===== src/design/cbq_pkg.sv =====
// ============================================================================
// cbq_pkg
// Shared constants, types and rounding helpers of the cascaded biquad filter.
// ============================================================================
`timescale 1ns / 1ps

package cbq_pkg;

    localparam int SAMPLE_WIDTH  = 16;
    localparam int SECTION_COUNT = 3;
    localparam int DATA_W        = 32;
    localparam int COEF_W        = 17;
    localparam int GAIN_W        = 16;
    localparam int FRAC_W        = 15;
    localparam int PROD_W        = DATA_W + COEF_W;
    localparam int ACC_W         = PROD_W + 3;
    localparam int Q_W           = ACC_W - FRAC_W;
    localparam int NUM_W         = 3 * COEF_W;
    localparam int DEN_W         = 2 * COEF_W;
    localparam int GAIN_REG_W    = 2 * GAIN_W;
    localparam int PADDR_W       = 6;
    localparam int PDATA_W       = 64;
    localparam int REG_IDX_LSB   = 3;

    localparam logic [GAIN_REG_W-1:0] GAIN_RESET = 32'h8000_8000;
    localparam logic signed [ACC_W-1:0] ROUND_HALF =
        {{(ACC_W - FRAC_W){1'b0}}, 1'b1, {(FRAC_W - 1){1'b0}}};

    typedef enum logic [2:0] {
        REG_S1_NUM,
        REG_S1_DEN,
        REG_S2_NUM,
        REG_S2_DEN,
        REG_S3_NUM,
        REG_S3_DEN,
        REG_FRONT_GAINS,
        REG_BACK_GAINS
    } cbq_reg_t;

    typedef enum logic [2:0] {
        CELL_IDLE,
        CELL_MUL,
        CELL_ACC,
        CELL_W,
        CELL_FB,
        CELL_Y
    } cbq_cell_state_t;

    typedef struct packed {
        logic signed [COEF_W-1:0] b0;
        logic signed [COEF_W-1:0] b1;
        logic signed [COEF_W-1:0] b2;
        logic signed [COEF_W-1:0] a1;
        logic signed [COEF_W-1:0] a2;
        logic [GAIN_W-1:0]        gain;
    } cbq_coef_t;

    typedef struct packed {
        logic                     valid;
        logic signed [DATA_W-1:0] data;
    } cbq_link_t;

    // Round half toward plus infinity and drop the fraction bits.
    function automatic logic signed [Q_W-1:0] round15(input logic signed [ACC_W-1:0] v);
        logic signed [ACC_W-1:0] t;
        t = v + ROUND_HALF;
        return t[ACC_W-1:FRAC_W];
    endfunction

    function automatic logic signed [DATA_W-1:0] sat_data(input logic signed [Q_W-1:0] q);
        logic signed [DATA_W-1:0] r;
        if (q[Q_W-1:DATA_W-1] == {(Q_W - DATA_W + 1){1'b0}}
            || q[Q_W-1:DATA_W-1] == {(Q_W - DATA_W + 1){1'b1}})
        begin
            r = q[DATA_W-1:0];
        end
        else if (q[Q_W-1])
        begin
            r = {1'b1, {(DATA_W - 1){1'b0}}};
        end
        else
        begin
            r = {1'b0, {(DATA_W - 1){1'b1}}};
        end
        return r;
    endfunction

    function automatic logic signed [SAMPLE_WIDTH-1:0] sat_sample(
        input logic signed [Q_W-1:0] q);
        logic signed [SAMPLE_WIDTH-1:0] r;
        if (q[Q_W-1:SAMPLE_WIDTH-1] == {(Q_W - SAMPLE_WIDTH + 1){1'b0}}
            || q[Q_W-1:SAMPLE_WIDTH-1] == {(Q_W - SAMPLE_WIDTH + 1){1'b1}})
        begin
            r = q[SAMPLE_WIDTH-1:0];
        end
        else if (q[Q_W-1])
        begin
            r = {1'b1, {(SAMPLE_WIDTH - 1){1'b0}}};
        end
        else
        begin
            r = {1'b0, {(SAMPLE_WIDTH - 1){1'b1}}};
        end
        return r;
    endfunction

endpackage


===== src/design/cbq_out_if.sv =====
// ============================================================================
// cbq_out_if
// Output sample channel: valid/ready handshake with one signed sample.
// ============================================================================
`timescale 1ns / 1ps

interface cbq_out_if;
    import cbq_pkg::*;

    logic                           valid;
    logic                           ready;
    logic signed [SAMPLE_WIDTH-1:0] sample_out;

    modport source (output valid, output sample_out, input ready);
    modport sink   (input valid, input sample_out, output ready);
endinterface


===== src/design/cbq_out_stage.sv =====
// ============================================================================
// cbq_out_stage
// Output gain, rounding and saturation to the sample width, with the
// output register of the result channel.
// ============================================================================
`timescale 1ns / 1ps

module cbq_out_stage (
    input  logic                    clk,
    input  logic                    rst_n,
    input  logic [cbq_pkg::GAIN_W-1:0] gain,
    input  cbq_pkg::cbq_link_t      up_link,
    output logic                    up_ready,
    cbq_out_if.source               out_chan
);
    import cbq_pkg::*;

    logic                           prod_valid_reg, prod_valid_next;
    logic signed [PROD_W-1:0]       prod_reg, prod_next;
    logic                           out_valid_reg, out_valid_next;
    logic signed [SAMPLE_WIDTH-1:0] out_data_reg, out_data_next;
    logic                           advance;

    assign advance  = !out_valid_reg || out_chan.ready;
    assign up_ready = !prod_valid_reg || advance;

    always_comb
    begin
        prod_next       = prod_reg;
        out_data_next   = out_data_reg;
        prod_valid_next = prod_valid_reg && !advance;
        out_valid_next  = out_valid_reg && !out_chan.ready;

        if (up_link.valid && up_ready)
        begin
            prod_next       = PROD_W'(up_link.data) * PROD_W'($signed({1'b0, gain}));
            prod_valid_next = 1'b1;
        end
        if (prod_valid_reg && advance)
        begin
            out_data_next  = sat_sample(round15(ACC_W'(prod_reg)));
            out_valid_next = 1'b1;
        end
    end

    always_ff @(posedge clk or negedge rst_n)
    begin
        if (!rst_n)
        begin
            prod_valid_reg <= 1'b0;
            out_valid_reg  <= 1'b0;
        end
        else
        begin
            prod_valid_reg <= prod_valid_next;
            out_valid_reg  <= out_valid_next;
        end
    end

    always_ff @(posedge clk)
    begin
        prod_reg     <= prod_next;
        out_data_reg <= out_data_next;
    end

    assign out_chan.valid      = out_valid_reg;
    assign out_chan.sample_out = out_data_reg;

`ifndef SYNTHESIS
    a_no_drop: assert property (@(posedge clk) disable iff (!rst_n)
        (prod_valid_reg && !advance) |=> prod_valid_reg)
        else $error("cbq_out_stage: pending product lost while output stalled");

    a_result_source: assert property (@(posedge clk) disable iff (!rst_n)
        $rose(out_valid_reg) |-> $past(prod_valid_reg))
        else $error("cbq_out_stage: output valid without a pending product");

    a_stall_blocks: assert property (@(posedge clk) disable iff (!rst_n)
        (prod_valid_reg && out_valid_reg && !out_chan.ready) |-> !up_ready)
        else $error("cbq_out_stage: accepted a request while both stages were full");
`endif

endmodule


===== src/flat_wrapper.sv =====
// flat-port wrapper written by rule: the top's interface ports become plain ports
module cbq_out_stage_flat import cbq_pkg::*;
  (clk, rst_n, gain, up_link, up_ready, out_chan_valid, out_chan_sample_out, out_chan_ready);
  cbq_out_if out_chan_i ();
  input  logic clk;
  input  logic rst_n;
  input  logic [cbq_pkg::GAIN_W-1:0] gain;
  input  cbq_pkg::cbq_link_t up_link;
  output logic up_ready;
  output wire logic [$bits(out_chan_i.valid)-1:0] out_chan_valid;
  output wire logic [$bits(out_chan_i.sample_out)-1:0] out_chan_sample_out;
  input wire logic [$bits(out_chan_i.ready)-1:0] out_chan_ready;
  assign out_chan_valid = out_chan_i.valid;
  assign out_chan_sample_out = out_chan_i.sample_out;
  assign out_chan_i.ready = out_chan_ready;
  cbq_out_stage u_core (.clk(clk), .rst_n(rst_n), .gain(gain), .up_link(up_link), .up_ready(up_ready), .out_chan(out_chan_i));
endmodule

===== config.mk =====
export PLATFORM = sky130hd
export DESIGN_NAME = cbq_out_stage_flat
export DESIGN_NICKNAME = d
export VERILOG_FILES = /design/src/design/cbq_pkg.sv /design/src/design/cbq_out_if.sv /design/src/design/cbq_out_stage.sv /design/src/flat_wrapper.sv
export SDC_FILE = /design/constraint.sdc
export NUM_CORES = 1
export LEC_CHECK = 0
export BUFFER_PORTS_ARGS = -buffer_cell sky130_fd_sc_hd__buf_2
export CAP_MARGIN = 15
export CORE_ASPECT_RATIO = 1.1
export CORE_MARGIN = 4
export CORE_UTILIZATION = 42
export DETAILED_ROUTE_END_ITERATION = 8
export SYNTH_ARGS = -nofsm -noshare
export SYNTH_HDL_FRONTEND = slang
export SYNTH_SLANG_ARGS = --single-unit

===== constraint.sdc =====
create_clock -name clk -period 5.35 [get_ports clk]
set_input_delay 1.07 -clock clk [delete_from_list [all_inputs] [get_ports clk]]
set_output_delay 1.07 -clock clk [all_outputs]
set_load 0.03 [all_outputs]

### Yosys cells after proc, flatten, opt, wreduce, memory -nomap -nowiden

Index checks and enable logic that the tools add are counted.

* register bits: 67
* bits in latches: 0
* bits in writable memories: 0
* memory bits (read-only): 0
* input port bits: 52
* memories: 0

* $add $sub $neg: 1
* $mul: 1
* divide/modulo/power cells: 0
* order comparisons: 0
* eq/ne operators: 1
* shift-type cells: 0
* muxes and demuxes: 4
* bitwise operators: 0
* reductions and logical operators: 12

Operators with widths (number)
* $add 49x16->50 const B: 1
* $mul 32x17->49: 1
* $mux 16: 2
* $eq 22x22->1 const B: 1
* $logic_not 22->1: 1
* $logic_and 1x1->1: 4
* $logic_not 1->1: 4
* $logic_or 1x1->1: 3
* $mux 1: 2

### Longest topological paths before layout

Gate-level depths: netlist of the first run.

* depth in word-level cells: 5
* gate-level depth with buffers: 25

### Least setup slack after synthesis of the first run

Ideal clock, no wire load.

* kind: input to register
* start: input port up_link[18] (netlist name)
* end: register u_core.prod_reg[47], data pin
* library setup time: 0.180 ns
* arrival: 6.822 ns
* path slack: -1.652 ns
* cell stages on the path: 21
* path buffers: 1
* path through: clkbuf_1 nand2_1 fa_1 fa_1 fa_1 inv_1 fa_1 fa_1 inv_1 fa_1 inv_1 ha_1 a21o_1 a221o_1 a221oi_1 o21ai_1 o21ai_2 o41a_1 o31ai_2 or4b_1 o311ai_1

* word-level cells in the longest chain between the ends: 1

Ends and longest elaborated chain
* start, declared: line flat_wrapper.sv:8 `input cbq_pkg::cbq_link_t up_link;`
* $mul 32x17->49: line cbq_out_stage.sv:36 `prod_next = PROD_W'(up_link.data) * PROD_W'($signed({1'b0, gain}));`
* end signal, assigned: line cbq_out_stage.sv:62 `prod_reg <= prod_next;`
* end, declared: line cbq_out_stage.sv:19 `logic signed [PROD_W-1:0] prod_reg, prod_next;`

No other way between the ends.
A chain may end at the register's enable or synchronous reset.

### Final worst setup path of the first run

* start: input port gain[2] (netlist name)
* end: register u_core.prod_reg[47], data pin

* word-level cells in the longest chain between the ends: 1

Ends and longest elaborated chain
* start, declared: line flat_wrapper.sv:7 `input logic [cbq_pkg::GAIN_W-1:0] gain;`
* $mul 32x17->49: line cbq_out_stage.sv:36

No other way between the ends.

==> results.ini, run 1 <==
[critical_path]
worstSetupEndpointType=flop
slowest_stage=fa_2
cp-start-kind=primary input
path_max_fanout=8
cpPeakStageDelay_ns=0.58
reg2reg_depth=9
cp.buffers_inverters=4
path_cells=buf_12 > buf_12 > and2_4 > fa_1 > inv_2 > fa_2 > fa_2 > fa_1 > inv_1 > fa_2 > fa_1 > ha_4 > a21o_1 > a211o_1 > a311oi_4 > o21ai_4 > o21ai_2 > o41a_1 > o31ai_4 > or4b_4 > o311ai_4
worst_ep_required_time_ns=5.47
critical-path-top-delay-family=adder cells
cp.arrival_ns=7.03
critPathKind=in -> reg
cp_num_cells=21

[final_layout]
drive_above_1_share_pct=22.55
design_area_um2=24980
fillerInstances=4400
fin_cells=3168
fin_nets=3177
fin_util_pct=52.12
final_cell_mix=552 x inv_1, 465 x fa_1, 312 x nand2_1, 270 x buf_4, 208 x and2_1
largest_reg_flops=35
diodes=0
final_common_cell=inv_1
areaGrowthSynthToFinish_pct=22.40

[clocking]
h-tree-depth=2
cts.sinks=53
insertion_delay_ns=0.29
numCtsBuffers=5
cts.clk_slew.worst_paths_ns=0.07
cts_tree=done
cts_buffer_depth=2
cts-root-buf=clkbuf_16

[placed_design]
port_buffers=69
dpl-instance-area_um2=23710
place_congestion=0.9180
dp_cells=3140
dpl.hpwl_um=46130

[floorplan]
die_area_um2=52190
core_area_um2=47930
start_util_pct=42.58
ioPinCount=70
die_w_um=218.2
fp.dieH_um=239.2
row_count=84

[synthesis]
synth_area_um2=20410
muxShareOfSynthArea_pct=0.1471
synth_top_family_by_area=adder cells
synth_nets=2878
synth_cell_types=76
yosysSeqAreaShare_pct=7.749
syn_area_per_cell_um2=9.181
synth-edff-count=51
postSynthRegisterBits=53
yosysWarnings=0
postSynthCellCount=2223
synth-main-ff-cell=edfxtp_1
synthSimpleGateAreaFrac_pct=17.44
synth_xor_area_share_pct=2.232
synth_compound_area_share_pct=5.193
synth_fa_ha_area_share_pct=54.88
synthArstFlopShare_pct=3.774

[grt]
grt_pass1_vias=17580
antenna_found_initial=0
grt_pass1_wl_um=88200
overflow=0
grt_usage_pct=21.03
grt_max_degree=36

[sta]
tightest_slew_ns=0.9517
max_freq_ghz=0.1447
slew_viol_final=0
worst_slack_ns=-1.562
rsz0062_at_grt=true
min_period_ns=6.912
finClkSkew_ns=0.008553
finalHoldViolCount=0
timing.final.crit_share_pct=129.2
hold-worst-slack_ns=0.4958
relSlewSlack_pct=36.55
setup_viol=35

[route]
wire_per_inst_um=16.73
drc=0
wl_um=53020
first_iter_violations=625
num_vias=15530
postRouteAntennaNets=0
vias_per_cell=4.901
dr.pass1.iters=5

[status]
violations=negative setup slack
run_status=finished with violations

[job]
cap_violations=0

[min_path]
whs_path_depth=1
holdCritPathClass=reg -> reg

==> what timing repair did <==
action,in CTS,in global routing
setup buffers,12,10
cloned,0,0
endpoints found under the setup margin,35,35
gates resized for setup,111,128
pin swaps,59,83
hold buffers,0,0
==> cell families after synthesis <==
logic type,count (synthesis)
flip-flops,53
XOR/XNOR,52
adder cells (fa/ha/maj),603
multiplexers,3
buffers and inverters,663
AO/OA/AOI/OAI,146
AND/OR/NAND/NOR,703
==> worst reg2reg max path, cell delays in order, from the launching register on <==
cell and delay (ns):
edfxtp_1 0.45, nand3_2 0.13, or4_4 0.63, nor2_4 0.22, o21a_1 0.14, a31oi_1 0.10, nor3_2 0.35, and4bb_1 0.24
nor2b_2 0.62, a21oi_1 0.12
==> layer usage <==
metal / routed length, um / GRT usage [%] / up-vias
met2: 29280 / 40.72 / 287
met3: 1402 / 1.472 / 94
li1: - / - / 7142
met4: 2139 / 7.297 / 0
met1: 20200 / 24.41 / 8002
met5: 0 / 0 / -
==> Yosys cell counts (all sizes together), types with 9 or more instances <==
cell    number  area, um2
nand4        9      62.56
and2       234       1464
clkbuf      86      322.8
inv        573       2151
and3        16      100.1
nor3        16      85.08
ha         116       1451
o21ai       19      102.6
a21o        31      232.7
nand2      318       1201
xor2        14      122.6
xnor2       38      332.8
nand3       25      130.1
a31oi       10      62.56
fa         487       9749
nor2        44      188.9
edfxtp      51       1531
a21oi       36      221.5
==> worst paths after layout <==
kind / start / end / slack, ns
setup reg to reg: u_core.prod_reg[24] / u_core.out_chan.sample_out[1] / 2.08
max in group asynchronous: rst_n / u_core.prod_valid_reg / 4.70
min in group asynchronous: rst_n / u_core.out_chan.valid / 0.55
hold reg to reg: u_core.prod_valid_reg / u_core.out_chan.valid / 0.50
hold / removal: u_core.prod_valid_reg / u_core.out_chan.valid / 0.50
setup / recovery: gain[2] / u_core.prod_reg[47] / -1.56
==> final cells by class <==
cell class | instances | area (um2) | share of cell area, %
inverters | 573 | 2151 | 8.610
clock inverters | 2 | 15.01 | 0.06011
clock buffers | 6 | 128.9 | 0.5159
repair buffers | 382 | 3188 | 12.76
multi-input cells | 1507 | 17110 | 68.49
well taps | 645 | 807.0 | 3.231
flip-flops and latches | 53 | 1582 | 6.331
==> stage by stage <==
stage / worst slack (ns) / setup TNS [ns]
detailed placement: -1.965 / -55.52
global route: -1.689 / -46.03
floorplan: -1.384 / -33.40
finish: -1.562 / -40.92
CTS: -1.434 / -38.22
global placement: -1.878 / -54.33
Power of run 1 is not shown: default switching activity piles up to over one toggle a cycle in this logic, so the estimate is an artifact.
==> run 2: changes to the inputs <==
==> constraint.sdc (replaced) <==
create_clock -name clk -period 8.5 [get_ports clk]
set_input_delay 1.7 -clock clk [delete_from_list [all_inputs] [get_ports clk]]
set_output_delay 1.7 -clock clk [all_outputs]
set_load 0.005 [all_outputs]
==> run 2 against run 1 <==
Against the previous run: the run now ends clean; register-to-register slack improved by 3.2 ns; routed wire length decreased by 3.0%; die area unchanged; cell area decreased by 14%; first-iteration DRC count increased by 6.7%; largest cell class unchanged.
==> results.ini, run 2 (synthesis results as in run 1) <==
[status]
run_status=complete, no violations

[clocking]
cts_resized=0  ; -100%
h-tree-depth=2  ; unchanged
cts.clk_slew.worst_paths_ns=0.07  ; about the same
post_cts_buffers=0  ; -12
cts_tree=done
postCtsHoldBufs=0  ; unchanged
numCtsBuffers=5  ; unchanged
cts.sinks=53  ; unchanged
cts_buffer_depth=2  ; unchanged
insertion_delay_ns=0.29  ; about the same
cts-root-buf=clkbuf_16

[critical_path]
worst_ep_required_time_ns=8.62  ; +3.15 ns
cp-endpoint=u_core.prod_reg[47]
cp.arrival_ns=8.25  ; +1.22 ns
cp-start-kind=primary input
path_cells=buf_2 > and2_1 > fa_1 > inv_1 > fa_1 > fa_1 > fa_1 > inv_1 > fa_1 > fa_1 > ha_1 > and4_1 > o2bb2ai_1 > a311oi_1 > buf_4 > o21ai_1 > o21ai_2 > o41a_1 > o31ai_2 > nor2_1 > o311ai_1
path_common_cell=fa_1
crit_start=gain[2]
slowest_stage=fa_1
cpPeakStageDelay_ns=0.56  ; -0.02 ns
reg2reg_depth=9  ; unchanged
worstSetupEndpointType=flop
critPathKind=in -> reg
ff2ff_setup_slack_ns=5.25  ; +3.17 ns
reg2reg_to=u_core.out_chan.sample_out[1]
path_max_fanout=27  ; +19
r2r-start=u_core.prod_reg[20]

[floorplan]
core_area_um2=47930  ; unchanged
ioPinCount=70  ; unchanged
row_count=84  ; unchanged
start_util_pct=42.58  ; unchanged
die_w_um=218.2  ; unchanged
fp.dieH_um=239.2  ; unchanged
die_area_um2=52190  ; unchanged

[route]
vias_per_cell=5.109  ; +4.3%
postRouteAntennaNets=0  ; unchanged
wire_per_inst_um=17.82  ; +6.5%
num_vias=14750  ; -5.0%
dr.pass1.iters=5  ; unchanged
wl_um=51420  ; -3.0%
drc=0  ; unchanged
first_iter_violations=667  ; +6.7%

[final_layout]
fillerInstances=4715  ; +7.2%
fin_nets=2895  ; -8.9%
final_common_cell=inv_1
drive_above_1_share_pct=5.979  ; -17 points
largest_reg_flops=35  ; unchanged
areaGrowthSynthToFinish_pct=5.677
fin_cells=2886  ; -8.9%
diodes=0  ; unchanged
multi_input_comb_area_um2=16310  ; -4.7%
final_cell_mix=573 x inv_1, 487 x fa_1, 317 x nand2_1, 233 x and2_1, 116 x ha_1
seq_area_um2=1582  ; unchanged

[sta]
timing.final.crit_share_pct=95.71
relSlewSlack_pct=46.79  ; +10 points
min_period_ns=8.136
finalSetupTns_ns=0  ; +40.92 ns
tightest_slew_ns=0.7946  ; -0.1571 ns
setup_viol=0  ; -100%
max_freq_ghz=0.1229
rsz0062_at_grt=false
finalHoldViolCount=0  ; unchanged
slew_viol_final=0  ; unchanged
finClkSkew_ns=0.005354  ; -0.003199 ns

[job]
cap_violations=0  ; unchanged

[placed_design]
port_buffers=69  ; unchanged
place_congestion=0.8805  ; -4.1%
dp_cells=2878  ; -8.3%
dpl.hpwl_um=42760  ; -7.3%

[grt]
grt_usage_pct=20.64  ; -0.39 points
grt_pass1_vias=16690  ; -5.0%
overflow=0  ; unchanged
grt_max_degree=36  ; unchanged
antenna_found_initial=1  ; +1
grt_pass1_wl_um=85990  ; -2.5%

[min_path]
holdCritPathClass=reg -> reg

[run 2: cell types whose count changed in the layout (fill, tap and decap cells not counted), sizes merged]
cell    delta
buf      -277
clkbuf     -5
[run 2: worst max-delay path: cells and delay by family]
family                   cells  cell delay [ns]
AO/OA/AOI/OAI                7             1.90
buffers and inverters        4             0.62
adder cells (fa/ha/maj)      7             3.39
AND/OR/NAND/NOR              3             0.64
[run 2: layer usage]
metal | vias to the layer above | global-route usage (%) | part of all wire [%]
met3 | 105 | 1.611 | 4.0
met5 | - | 0 | 0.014
met1 | 7652 | 24.43 | 38
met2 | 411 | 38.89 | 53
li1 | 6576 | - | -
met4 | 2 | 7.949 | 4.7
[run 2: final cells by class]
cell class              count  area share [%]
clock buffers               6          0.5976
multi-input cells        1507           75.60
repair buffers            100           2.680
inverters                 573           9.973
flip-flops and latches     53           7.333
well taps                 645           3.742
clock inverters             2         0.06962
[run 2: how the worst min path moves through the flow]
stage | from | endpoint | slack (ns) | cells past startpoint
5_1_grt | u_core.prod_valid_reg | u_core.out_chan.valid | 0.51 | 1
2_1_floorplan | u_core.prod_valid_reg | u_core.out_chan.valid | 0.45 | 1
3_3_place_gp | u_core.prod_valid_reg | u_core.out_chan.valid | 0.46 | 1
3_5_place_dp | u_core.prod_valid_reg | u_core.out_chan.valid | 0.47 | 1
4_1_cts | u_core.prod_valid_reg | u_core.out_chan.valid | 0.49 | 1
6_report | u_core.prod_valid_reg | u_core.out_chan.valid | 0.49 | 1
[run 2: per-stage QoR]
stage                     hold slack (ns)  area (um2)  util [%]  worst slack, ns
final                              0.4924       21570     45.00           0.3643
after global routing               0.5122       21570     45.00          0.04729
after CTS                          0.4919       21570     45.00           0.3733
after detailed placement           0.4722       21420     44.70          0.08019
after global placement             0.4628       21420     44.70           0.1964
after floorplan                    0.4487       20410         -           0.8676
Power of run 2 is left out for the same reason.
==> run 3: changes to the inputs <==
--- a/config.mk
+++ b/config.mk
@@ -11,6 +11,7 @@
 export CORE_MARGIN = 4
 export CORE_UTILIZATION = 42
 export DETAILED_ROUTE_END_ITERATION = 8
+export RECOVER_POWER = 25
 export SYNTH_ARGS = -nofsm -noshare
 export SYNTH_HDL_FRONTEND = slang
 export SYNTH_SLANG_ARGS = --single-unit
==> run 3 against run 2 <==
Against the previous run: the run now ends with max-capacitance violations, max-slew violations left; critical path type unchanged; worst setup slack better by 0.0086 ns; fmax is 0.11% higher; cell area hardly changed; flip-flop and latch count is the same; clock skew about the same; global-route usage unchanged.
==> results.ini, run 3 (synthesis results as in run 1) <==
[route]
first_iter_violations=710  ; +6.4%
dr.pass1.iters=5  ; unchanged
postRouteAntennaNets=0  ; unchanged
wire_per_inst_um=17.81  ; about the same
vias_per_cell=5.099  ; -0.20%
drc=0  ; unchanged
num_vias=14720  ; -0.20%
wl_um=51410  ; about the same

[final_layout]
diodes=0  ; unchanged
fin_nets=2895  ; unchanged
final_cell_mix=573 x inv_1, 487 x fa_1, 317 x nand2_1, 232 x and2_1, 116 x ha_1
areaGrowthSynthToFinish_pct=5.573  ; about the same
final_common_cell=inv_1
largest_reg_flops=35  ; unchanged
drive_above_1_share_pct=5.399  ; -0.58 points
fin_cells=2886  ; unchanged

[clocking]
cts_buffer_depth=2  ; unchanged
cts-root-buf=clkbuf_16
cts_tree=done
cts_resized=0  ; unchanged
post_cts_buffers=0  ; unchanged
cts.sinks=53  ; unchanged
numCtsBuffers=5  ; unchanged
cts.clk_slew.worst_paths_ns=0.07  ; about the same
insertion_delay_ns=0.29  ; about the same
h-tree-depth=2  ; unchanged
postCtsHoldBufs=0  ; unchanged

[critical_path]
cp.arrival_ns=8.24  ; about the same
cp-endpoint=u_core.prod_reg[47]
critPathKind=in -> reg
path_cells=buf_2 > and2_1 > fa_1 > inv_1 > fa_1 > fa_1 > fa_1 > inv_1 > fa_1 > fa_1 > ha_1 > and4_1 > o2bb2ai_1 > a311oi_1 > buf_4 > o21ai_1 > o21ai_2 > o41a_1 > o31ai_2 > nor2_1 > o311ai_1
cp_num_cells=21  ; unchanged
cp-start-kind=primary input
cpPeakStageDelay_ns=0.56  ; about the same
path_common_cell=fa_1
worstSetupEndpointType=flop
r2r-start=u_core.prod_reg[20]
path_max_fanout=27  ; unchanged
crit_start=gain[2]
reg2reg_depth=9  ; unchanged
slowest_stage=fa_1
worst_ep_required_time_ns=8.61  ; about the same
cp.buffers_inverters=4  ; unchanged
reg2reg_to=u_core.out_chan.sample_out[1]
ff2ff_setup_slack_ns=5.09  ; -0.16 ns
critical-path-top-delay-family=adder cells

[sta]
timing.final.crit_share_pct=95.61  ; -0.10 points
max_freq_ghz=0.1230  ; +0.11%
min_period_ns=8.127  ; -0.008557 ns
finClkSkew_ns=0.005749  ; +0.0003943 ns
relSlewSlack_pct=-24.78  ; -72 points
rsz0062_at_grt=false
finalSetupTns_ns=0  ; unchanged
tightest_slew_ns=1.872  ; +1.077 ns
slew_viol_final=36  ; +36
finalHoldViolCount=0  ; unchanged
hold-worst-slack_ns=0.4937  ; +0.001358 ns
worst_slack_ns=0.3728  ; +0.008557 ns
setup_viol=0  ; unchanged

[floorplan]
start_util_pct=42.58  ; unchanged
core_area_um2=47930  ; unchanged
ioPinCount=70  ; unchanged
fp.dieH_um=239.2  ; unchanged
row_count=84  ; unchanged
die_w_um=218.2  ; unchanged
die_area_um2=52190  ; unchanged

[status]
run_status=finished with violations
violations=max-capacitance violations, max-slew violations

[placed_design]
dpl_worst_slack_ns=0.08019  ; unchanged
dpl.hpwl_um=42760  ; unchanged
port_buffers=69  ; unchanged
dp_cells=2878  ; unchanged
place_congestion=0.8805  ; unchanged

[grt]
grt_pass1_vias=16690  ; unchanged
grt_pass1_wl_um=85990  ; unchanged
grt_usage_pct=20.64  ; unchanged
overflow=0  ; unchanged
grt_max_degree=36  ; unchanged
antenna_found_initial=1  ; unchanged

[job]
cap_violations=1  ; +1

[min_path]
holdCritPathClass=reg -> reg
hp-start=u_core.prod_valid_reg

## run 3: changes by cell type in the layout (fill, tap and decap cells not counted), sizes merged
cell / delta
buf: -12
clkbuf: +12
## run 3: metal layers
layer	vias up	global-route usage [%]	share of wire (%)	wire length [um]
met2	384	38.89	53	27280
met4	2	7.949	4.7	2437
met5	-	0	0.014	7
li1	6579	-	-	-
met3	105	1.611	3.8	1947
met1	7647	24.43	38	19740
## run 3: stage by stage
step                area [um2]  util, %
detailed placement       21420    44.70
floorplan                20410        -
CTS                      21570    45.00
finish                   21550    44.96
global placement         21420    44.70
global route             21550    44.96
## run 3: area by class of cell
class / instances / area, um2
Clock buffer: 6 / 128.9
Clock inverter: 2 / 15.01
Fill cell: 4718 / 26380
Inverter: 573 / 2151
Multi-Input combinational cell: 1507 / 16300
Sequential cell: 53 / 1582
Tap cell: 645 / 807.0
Timing Repair Buffer: 100 / 560.5
## run 3: worst min-delay path by stage
stage / end / slack, ns / cells past startpoint
final: u_core.out_chan.valid / 0.49 / 1
after detailed placement: u_core.out_chan.valid / 0.47 / 1
after CTS: u_core.out_chan.valid / 0.49 / 1
after global placement: u_core.out_chan.valid / 0.46 / 1
after global routing: u_core.out_chan.valid / 0.51 / 1
after floorplan: u_core.out_chan.valid / 0.45 / 1
## run 3: worst register-to-register path: stages, from the launching register on
cell and delay, ns:
edfxtp_1 0.46, nand4_2 0.19, or4_1 0.68, nor2_4 0.27, o21a_1 0.14, a31oi_1 0.10, nor3_2 0.30, and4bb_1 0.23
nor2b_2 0.63, a21oi_1 0.13
Power of run 3 is left out for the same reason.
